## src/rtl/atan2_pkg.sv

```systemverilog
// shared types, widths and fixed-point constants of the arctangent pipeline
package atan2_pkg;

  // port and datapath widths
  localparam int IN_W    = 32;
  localparam int FRAC_W  = 29;
  localparam int OUT_W   = 32;
  localparam int QF      = 60;
  localparam int QW      = 64;
  localparam int HW      = QW / 2;
  localparam int QBITS   = QF + 1;
  localparam int CW      = IN_W + 5;
  localparam int DW      = IN_W + 3;
  localparam int SHIFT   = QF - FRAC_W;
  localparam int NCOEF   = 21;
  localparam int NSTEP   = NCOEF - 1;
  localparam int IN_TD_W = ((2 * IN_W + 7) / 8) * 8;
  localparam int OUT_TD_W = ((OUT_W + 7) / 8) * 8;

  // decimal constants, scaled by 10^18
  localparam logic [63:0] DEC_ONE          = 64'd1000000000000000000;
  localparam logic [63:0] DEC_ATAN_HALF    = 64'd463647609000806116;
  localparam logic [63:0] DEC_ATAN_3HALF   = 64'd982793723247329067;
  localparam logic [63:0] DEC_PI           = 64'd3141592653589793238;

  localparam logic [63:0] COEF_DEC [NCOEF] = '{
    64'd333333333333333333, 64'd199999999999999999, 64'd142857142857142857,
    64'd111111111111111111, 64'd90909090909090909,  64'd76923076923076923,
    64'd66666666666666662,  64'd58823529411764454,  64'd52631578947355920,
    64'd47619047618567045,  64'd43478260855068916,  64'd39999999653506693,
    64'd37037030436227061,  64'd34482658185047909,  64'd32256845866214999,
    64'd30291305255230381,  64'd28482910936322424,  64'd26511385701218695,
    64'd23381127183313153,  64'd17211039939973303,  64'd7572335682370299
  };

  // decimal fraction to Q.60, rounded half up (elaboration only)
  function automatic logic [63:0] dec_to_q(input logic [63:0] num);
    logic [63:0] whole;
    logic [63:0] rem;
    logic [63:0] q;
    whole = '0;
    rem   = num;
    q     = '0;
    for (int i = 0; i < 8; i++) begin
      if (rem >= DEC_ONE && whole < 64'd7) begin
        rem   = rem - DEC_ONE;
        whole = whole + 64'd1;
      end
    end
    for (int i = 0; i < QBITS; i++) begin
      rem = rem << 1;
      q   = q << 1;
      if (rem >= DEC_ONE) begin
        rem  = rem - DEC_ONE;
        q[0] = 1'b1;
      end
    end
    q = (q + 64'd1) >> 1;
    return (whole << QF) + q;
  endfunction

  // signed series coefficient, odd terms negative
  function automatic logic signed [QW-1:0] coef_q(input int k);
    logic [63:0] v;
    v = dec_to_q(COEF_DEC[k]);
    return ((k & 1) != 0) ? -$signed(v) : $signed(v);
  endfunction

  localparam logic signed [QW-1:0] COEF_Q [NCOEF] = '{
    coef_q(0),  coef_q(1),  coef_q(2),  coef_q(3),  coef_q(4),  coef_q(5),
    coef_q(6),  coef_q(7),  coef_q(8),  coef_q(9),  coef_q(10), coef_q(11),
    coef_q(12), coef_q(13), coef_q(14), coef_q(15), coef_q(16), coef_q(17),
    coef_q(18), coef_q(19), coef_q(20)
  };

  localparam logic signed [QW-1:0] PI_Q         = $signed(dec_to_q(DEC_PI));
  localparam logic signed [QW-1:0] HALF_PI_Q    = (PI_Q + 64'sd1) >>> 1;
  localparam logic signed [QW-1:0] QUARTER_PI_Q = (PI_Q + 64'sd2) >>> 2;
  localparam logic signed [QW-1:0] ATAN_HALF_Q  = $signed(dec_to_q(DEC_ATAN_HALF));
  localparam logic signed [QW-1:0] ATAN_3HALF_Q = $signed(dec_to_q(DEC_ATAN_3HALF));
  localparam logic [QW-1:0] ANGLE_MAX_W = (PI_Q + (64'sd1 <<< (SHIFT - 1))) >>> SHIFT;
  localparam logic [OUT_W-1:0] ANGLE_MAX = ANGLE_MAX_W[OUT_W-1:0];

  // interval of |y|/|x|
  typedef enum logic [2:0] {
    SEC_ZERO,
    SEC_HALF,
    SEC_QUARTER,
    SEC_THREE_HALVES,
    SEC_RIGHT
  } sector_t;

  // per-word context that travels down the pipeline
  typedef struct packed {
    logic                   undef;
    logic                   neg_x;
    logic                   neg_y;
    sector_t                sector;
    logic signed [QW-1:0]   red;
    logic signed [QW-1:0]   sq;
    logic signed [QW-1:0]   poly;
  } ctx_t;

endpackage

```

## src/rtl/atan2_front.sv

```systemverilog
// front end: sign strip, interval select and reduced-argument numerator/denominator
module atan2_front (
  input  logic                               clk,
  input  logic                               rst_n,
  input  logic                               en,
  input  logic                               in_vld,
  input  logic [atan2_pkg::IN_W-1:0]         x_i,
  input  logic [atan2_pkg::IN_W-1:0]         y_i,
  output logic                               out_vld,
  output atan2_pkg::ctx_t                    ctx_o,
  output logic                               num_neg_o,
  output logic [atan2_pkg::DW-1:0]           num_mag_o,
  output logic [atan2_pkg::DW-1:0]           den_o
);
  import atan2_pkg::*;

  logic              a_vld_r;
  logic [IN_W-1:0]   ax_r, ay_r;
  logic              nx_r, ny_r;
  logic [IN_W-1:0]   ax_nxt, ay_nxt;

  logic              b_vld_r;
  ctx_t              ctx_r, ctx_nxt;
  logic              neg_r, neg_nxt;
  logic [DW-1:0]     mag_r, mag_nxt;
  logic [DW-1:0]     den_r, den_nxt;

  logic [CW-1:0]     axc, ayc;
  logic [DW-1:0]     axd, ayd;

  // magnitudes, most negative input maps to 2^(IN_W-1)
  assign ax_nxt = x_i[IN_W-1] ? (~x_i + 1'b1) : x_i;
  assign ay_nxt = y_i[IN_W-1] ? (~y_i + 1'b1) : y_i;

  always_ff @(posedge clk) begin
    if (!rst_n) begin
      a_vld_r <= 1'b0;
    end else if (en) begin
      a_vld_r <= in_vld;
    end
  end

  always_ff @(posedge clk) begin
    if (en) begin
      ax_r <= ax_nxt;
      ay_r <= ay_nxt;
      nx_r <= x_i[IN_W-1];
      ny_r <= y_i[IN_W-1];
    end
  end

  // interval select by exact integer compares
  assign axc = CW'(ax_r);
  assign ayc = CW'(ay_r);
  assign axd = DW'(ax_r);
  assign ayd = DW'(ay_r);

  always_comb begin
    ctx_nxt        = '0;
    ctx_nxt.undef  = (ax_r == '0) && (ay_r == '0);
    ctx_nxt.neg_x  = nx_r;
    ctx_nxt.neg_y  = ny_r;
    neg_nxt        = 1'b0;
    mag_nxt        = ayd;
    den_nxt        = axd;
    if (ayc < (axc + (axc << 1))) begin
      if ((ayc + (ayc << 1)) <= axc) begin
        ctx_nxt.sector = SEC_ZERO;
      end else if ((ayc << 4) < ((axc << 3) + (axc << 1) + axc)) begin
        ctx_nxt.sector = SEC_HALF;
        neg_nxt        = (ayd << 1) < axd;
        mag_nxt        = neg_nxt ? (axd - (ayd << 1)) : ((ayd << 1) - axd);
        den_nxt        = (axd << 1) + ayd;
      end else if ((ayc << 4) < ((axc << 4) + (axc << 1) + axc)) begin
        ctx_nxt.sector = SEC_QUARTER;
        neg_nxt        = ayd < axd;
        mag_nxt        = neg_nxt ? (axd - ayd) : (ayd - axd);
        den_nxt        = axd + ayd;
      end else begin
        ctx_nxt.sector = SEC_THREE_HALVES;
        neg_nxt        = (ayd << 1) < ((axd << 1) + axd);
        mag_nxt        = neg_nxt ? (((axd << 1) + axd) - (ayd << 1))
                                 : ((ayd << 1) - ((axd << 1) + axd));
        den_nxt        = (axd << 1) + (ayd << 1) + ayd;
      end
    end else begin
      ctx_nxt.sector = SEC_RIGHT;
      neg_nxt        = 1'b1;
      mag_nxt        = axd;
      den_nxt        = ayd;
    end
  end

  always_ff @(posedge clk) begin
    if (!rst_n) begin
      b_vld_r <= 1'b0;
    end else if (en) begin
      b_vld_r <= a_vld_r;
    end
  end

  always_ff @(posedge clk) begin
    if (en) begin
      ctx_r <= ctx_nxt;
      neg_r <= neg_nxt;
      mag_r <= mag_nxt;
      den_r <= den_nxt;
    end
  end

  assign out_vld   = b_vld_r;
  assign ctx_o     = ctx_r;
  assign num_neg_o = neg_r;
  assign num_mag_o = mag_r;
  assign den_o     = den_r;

endmodule

```

## config.mk

```make
export PLATFORM = sky130hd
export DESIGN_NAME = atan2_front
export DESIGN_NICKNAME = d
export VERILOG_FILES = /design/src/rtl/atan2_pkg.sv /design/src/rtl/atan2_front.sv
export SDC_FILE = /design/constraint.sdc
export NUM_CORES = 2
export LEC_CHECK = 0
export ABC_AREA = 1
export BUFFER_PORTS_ARGS = -buffer_cell sky130_fd_sc_hd__buf_2
export CORE_MARGIN = 1
export CORE_UTILIZATION = 30
export DETAILED_ROUTE_END_ITERATION = 16
export MAX_ROUTING_LAYER = met4
export PLACE_DENSITY = 0.57
export SETUP_SLACK_MARGIN = 0.05
export SYNTH_ARGS = -nofsm -noshare
export SYNTH_HDL_FRONTEND = slang
export SYNTH_SLANG_ARGS = --single-unit
```

## constraint.sdc

```tcl
create_clock -name clk -period 15.65 [get_ports clk]
set_input_delay 3.13 -clock clk [delete_from_list [all_inputs] [get_ports clk]]
set_output_delay 3.13 -clock clk [all_outputs]
set_load 0.005 [all_outputs]
```

======== Word level (Yosys, flattened, before mapping) ========
Index checks and enable logic that the tools add are counted.
word-level totals
  bits in registers ....................... 145
  word-level logic and storage cells ...... 72
  output and inout port bits .............. 270
  bits of input ports ..................... 68
operators by class
  reduce and logical (&&, ||, !) cells .... 5
  magnitude comparators ................... 7
  multiplexer cells ....................... 19
  $add $sub $neg .......................... 19
  bitwise operators ....................... 3
operators with widths
  kind                                                             number
  35-bit two-way mux                                               7
  32-bit two-way mux                                               4
  36-bit by 37-bit < comparator with 1-bit output                  2
  32-bit by 33-bit adder with 34-bit output                        2
  33-bit by 32-bit adder with 34-bit output                        2
  32-bit by 32-bit subtractor with 33-bit output                   2
  32-bit by 1-bit adder with 32-bit output, second input constant  2
  32-bit logical NOT                                               2
  32-bit inverter                                                  2
  31-bit two-way mux                                               2
  36-bit by 32-bit adder with 37-bit output                        1
  36-bit by 33-bit adder with 37-bit output                        1
  37-bit by 32-bit adder with 37-bit output                        1
  35-bit by 33-bit adder with 36-bit output                        1
  34-bit by 32-bit adder with 35-bit output                        1
  33-bit by 35-bit < comparator with 1-bit output                  1
  33-bit by 34-bit subtractor with 35-bit output                   1
  35-bit by 33-bit subtractor with 35-bit output                   1
  33-bit by 33-bit adder with 34-bit output                        1
  34-bit by 32-bit <= comparator with 1-bit output                 1
  32-bit by 34-bit < comparator with 1-bit output                  1
  32-bit by 33-bit subtractor with 34-bit output                   1
  33-bit by 32-bit subtractor with 34-bit output                   1
  32-bit by 32-bit adder with 33-bit output                        1
  8 further kinds                                                  12

======== Depth between registers and ports, before layout ========
  depth after elaboration ................. 7
  gate-level depth with buffers ........... 39
  depth with buffers taken out ............ 37

======== Worst setup path before layout ========
OpenSTA, ideal clock, no wires.
  path kind ............................... flip-flop to flip-flop
  from .................................... register ax_r[2]
  to ...................................... register mag_r[12] (netlist: num_mag_o[12]), data pin
  cell stages (with the launch flop) ...... 32
  buffers on the path ..................... 1
  path slack .............................. 10,502 ps
  required time ........................... 15,385 ps
  arrival time ............................ 4,883 ps
  cell sequence ........................... edfxtp_1 -> inv_1 -> ha_1 -> fa_1 -> a21oi_1 -> inv_1 -> nand2_1 -> nand2_1 -> a21oi_1 -> o21ai_0 -> a21oi_1 -> o21ai_0 -> a21oi_1 -> xor2_1 -> ha_1 -> a21oi_1 -> or2_2 -> nand3_1 -> inv_1 -> nand2_1 -> nand2_1 -> nand2_1 -> nand2_1 -> nand2_1 -> nand2_1 -> nand2_2 -> buf_1 -> nand3_1 -> nand3_1 -> nand3_1 -> nand2_1 -> o21ai_1
on the way
  longest elaborated chain between the ends .. 7
RTL lines
  element                                                                                                 RTL line                              source
  from (decl)                                                                                             atan2_front.sv:18                     logic [IN_W-1:0] ax_r, ay_r;
  from (signal assigned)                                                                                  atan2_front.sv:45                     ax_r <= ax_nxt;
  36-bit by 33-bit adder with 37-bit output or 33-bit by 32-bit adder with 34-bit output (tied branches)  n/a
  37-bit by 32-bit adder with 37-bit output, or another cell as far along                                 atan2_front.sv:74                     end else if ((ayc << 4) < ((axc << 4) + (axc << 1) + axc)) begin
  36-bit by 37-bit < comparator with 1-bit output or 35-bit two-way mux (tied branches)                   atan2_front.sv:74, atan2_front.sv:82
  35-bit two-way mux                                                                                      atan2_front.sv:74
  35-bit two-way mux                                                                                      atan2_front.sv:69                     end else if ((ayc << 4) < ((axc << 3) + (axc << 1) + axc)) begin
  32-bit two-way mux                                                                                      atan2_front.sv:67                     if ((ayc + (ayc << 1)) <= axc) begin
  32-bit two-way mux *                                                                                    atan2_front.sv:66                     if (ayc < (axc + (axc << 1))) begin
  named net mag_nxt[12]                                                                                   atan2_front.sv:25                     logic [DW-1:0] mag_r, mag_nxt;
  to (signal assigned)                                                                                    atan2_front.sv:106                    mag_r <= mag_nxt;
  to (decl)                                                                                               atan2_front.sv:25
The timed path passes the listed nets; every way through them passes the cells marked *.
A chain may end at the register's enable or synchronous reset.

======== Final worst setup path ========
  from .................................... register ax_r[2]
  to ...................................... register neg_r (netlist: num_neg_o), data pin
on the way
  longest elaborated chain between the ends .. 6
RTL lines
  element                                          RTL line            source
  36-bit by 33-bit adder with 37-bit output        atan2_front.sv:74
  37-bit by 32-bit adder with 37-bit output        atan2_front.sv:74
  36-bit by 37-bit < comparator with 1-bit output  atan2_front.sv:74
  1-bit two-way mux                                atan2_front.sv:74
  1-bit two-way mux                                atan2_front.sv:69
  1-bit two-way mux                                atan2_front.sv:67
  to (signal assigned)                             atan2_front.sv:105  neg_r <= neg_nxt;
  to (decl)                                        atan2_front.sv:24   logic neg_r, neg_nxt;
Several ways; a longest one is shown, not always the timed one.

==> flow_metrics.env <==
export IMPL_antenna_found_initial=11
export IMPL_hold_ws_ns=0.425
export IMPL_cts_path_max_buffers=2
export IMPL_synth_area_per_cell_um2=6.57
export IMPL_clkSlewWorstSetupHoldPaths_ns=0.08
export IMPL_drc_errors=0
export IMPL_dieArea_um2=132000
export IMPL_power_leakage_nw=20.5
export IMPL_drive_gt1_share_pct=5.91
export IMPL_grt_pass1_vias=40295
export IMPL_vias=43034
export IMPL_first_pass_iters=6
export IMPL_rsz0062_at_grt="no"
export IMPL_numCtsBuffers=17
export IMPL_synth_edf_count=143
export IMPL_yosysWarnings=0
export IMPL_arrival_ns=8.21
export IMPL_total_power_mw=6.59
export IMPL_min_from="ny_r"
export IMPL_critPathMaxStageDelay_ns=0.80
export IMPL_timing_fmax_ghz=0.125
export IMPL_grt_overflow=0
export IMPL_status="complete, no violations"
export IMPL_grt_max_degree=71
export IMPL_core_area_um2=130000
export IMPL_synthCells=5970
export IMPL_portBuffers=145
export IMPL_viasPerCell=5.49
export IMPL_track_usage_pct=30.2
export IMPL_crit_type="flop to flop"
export IMPL_crit_fanout=43
export IMPL_cts_tree="yes"
export IMPL_timing_setup_tns_ns=0
export IMPL_drt_iter0_drc=5105
export IMPL_ctsHoldBuffers=0
export IMPL_fin_cells=7841
export IMPL_clock_sinks=145
export IMPL_path_buf_inv=4
export IMPL_ant_nets=0
export IMPL_rr_startpoint="ax_r[2]"
export IMPL_final_common_cell="nand2_1"
export IMPL_layout_common_cells="nand2_1 (1333), inv_1 (716), ha_1 (572)"
export IMPL_cts_setup_buffers=0
export IMPL_worst_slew_pin_slew_ns=1.02
export IMPL_clk_insertion_delay_late_ns=0.54
export IMPL_worstReg2RegEnd="num_neg_o"
export IMPL_nNetsFinal=6822
export IMPL_ios=338
export IMPL_synth_ff_type="edfxtp_1"
export IMPL_wl_per_cell_um=25.3
export IMPL_ctsRootBufferMaster="clkbuf_16"
export IMPL_die_height_um=364
export IMPL_grt_pass1_wl_um=282000
export IMPL_die_x_um=364
export IMPL_dp_hpwl_um=157000
export IMPL_cp_slowest_cell="edfxtp_1"
export IMPL_post_place_cells=7804
export IMPL_r2r_slack_ns=7.66
export IMPL_fin_crit_sh_pct=51.0
export IMPL_crit_path_end_kind="flop"
export IMPL_hold_class="flop to flop"
export IMPL_syn_cell_area_um2=39200
export IMPL_power_density_nw_per_um2=157
export IMPL_fin_crit_ns=7.99
export IMPL_synth_seq_cells=145
export IMPL_initial_core_util_pct=30.3
export IMPL_maxSlewHeadroom_pct=31.8
export IMPL_routed_wl_um=199000
export IMPL_hold_viol_final=0
export IMPL_yosysUniqueCellTypes=65
export IMPL_peakVddDrop_uv=105
export IMPL_rows=132
export IMPL_hold_path_end="ctx_o[195]"
export IMPL_drv_slew=0
export IMPL_async_reset_ff_share_pct=0
export IMPL_ys_seq_area_share_pct=11.0
export IMPL_skew_ns=0.0214
export IMPL_finalWeightedCongestion=1.08
export IMPL_start_kind="flop"
export IMPL_r2r_cells=31
export IMPL_htreeDepth=4
export IMPL_area_delta_synth_final_pct=6.91
export IMPL_worst_ep_required_time_ns=15.87
export IMPL_crit_top_cell="nand2_1"
export IMPL_hold_path_cell_count=0
export IMPL_cts_resized=0
export IMPL_drv_cap=0
export IMPL_cpLargestDelayFamily="simple AND/OR/NAND/NOR gates"
export IMPL_final_setup_viol_count=0
-- logic make-up (layout without fill, tap and decap cells) --
kind of cell | Yosys count | count (layout) | synth area share [%]
flip-flops | 145 | 145 | 11.0
adder cells (fa/ha/maj) | 673 | 673 | 23.4
AND/OR/NAND/NOR | 2431 | 2431 | 26.1
AO/OA/AOI/OAI | 1288 | 1288 | 18.5
buffers and inverters | 1064 | 997 | 12.7
XOR/XNOR | 368 | 368 | 8.25
other | 1 | 197 | 0.00956
-- report_power, final --
group | internal, mW | total [mW] | leakage, nW | switching [mW]
logic | 1.70 | 5.41 | 18.8 | 3.72
registers | 0.599 | 0.720 | 1.42 | 0.120
clock network | 0.251 | 0.462 | 0.287 | 0.211
total | 2.55 | 6.59 | 20.5 | 4.05
-- layout make-up --
| class | instances | area [um^2] |
|---|---|---|
| Inverter | 730 | 2740 |
| Clock inverter | 15 | 184 |
| Sequential cell | 145 | 4330 |
| Antenna cell | 5 | 12.5 |
| Tap cell | 1742 | 2180 |
| Fill cell | 14413 | 87700 |
| Clock buffer | 17 | 425 |
| Timing Repair Buffer | 235 | 1410 |
| Multi-Input combinational cell | 4952 | 30700 |
-- per-layer routing --
layer	up-vias	GRT usage [%]	share of wire [%]
met1	20421	37.1	40
li1	19742	-	-
met5	-	-	0
met4	0	16.9	6.6
met2	2358	46.1	43
met3	513	6.22	9.8
-- registers in the layout (all words and copies together), names as in the netlist --
signal	count
ny_r	1
a_vld_r	1
den_o	35
nx_r	1
out_vld	1
ax_r	32
num_mag_o	35
ctx_o	6
num_neg_o	1
ay_r	32
-- worst reg2reg max path, delay by kind of cell, from the launching register on --
family	cells	cell delay (ns)
buffers and inverters	4	1.36
AND/OR/NAND/NOR	16	2.53
adder cells (fa/ha/maj)	3	1.39
XOR/XNOR	1	0.10
AO/OA/AOI/OAI	7	1.46
flip-flops	1	0.80
-- worst max-delay path by stage --
stage                         end    start  slack (ns)  cells past startpoint
CTS                     num_neg_o  ax_r[2]        7.89                     31
global placement        num_neg_o  ax_r[2]        7.93                     31
global route            num_neg_o  ax_r[2]        7.18                     31
detailed placement      num_neg_o  ax_r[2]        7.92                     31
finish                  num_neg_o  ax_r[2]        7.66                     31
floorplan           num_mag_o[12]  ax_r[2]       10.50                     31
-- cells in the mapped netlist, types with 32 or more instances --
cell type,instances,area [um^2]
o21ai_0,333,1670
inv_1,716,2690
fa_1,101,2020
edfxtp_1,143,4290
nand2_1,1334,5010
buf_4,209,1570
xnor2_1,100,876
a21o_1,52,390
nand4_1,63,394
nor2_1,489,1840
a21boi_0,32,240
a21oi_1,551,2760
nand3_1,371,1860
ha_1,572,7160
xor2_1,266,2330
o21ai_1,93,465
buf_2,69,345
a31oi_1,34,213
o21bai_1,55,413
nor3_1,60,300
o21a_1,35,263
-- per-stage QoR --
stage / cell area [um^2] / setup WS (ns) / utilization (%)
detailed placement: 41300 / 7.92 / 31.9
CTS: 41900 / 7.89 / 32.3
global placement: 41300 / 7.93 / 31.9
floorplan: 40000 / 10.50 / -
finish: 41900 / 7.66 / 32.4
global route: 41900 / 7.18 / 32.4
Note: power is estimated with default switching activity, not from simulation.
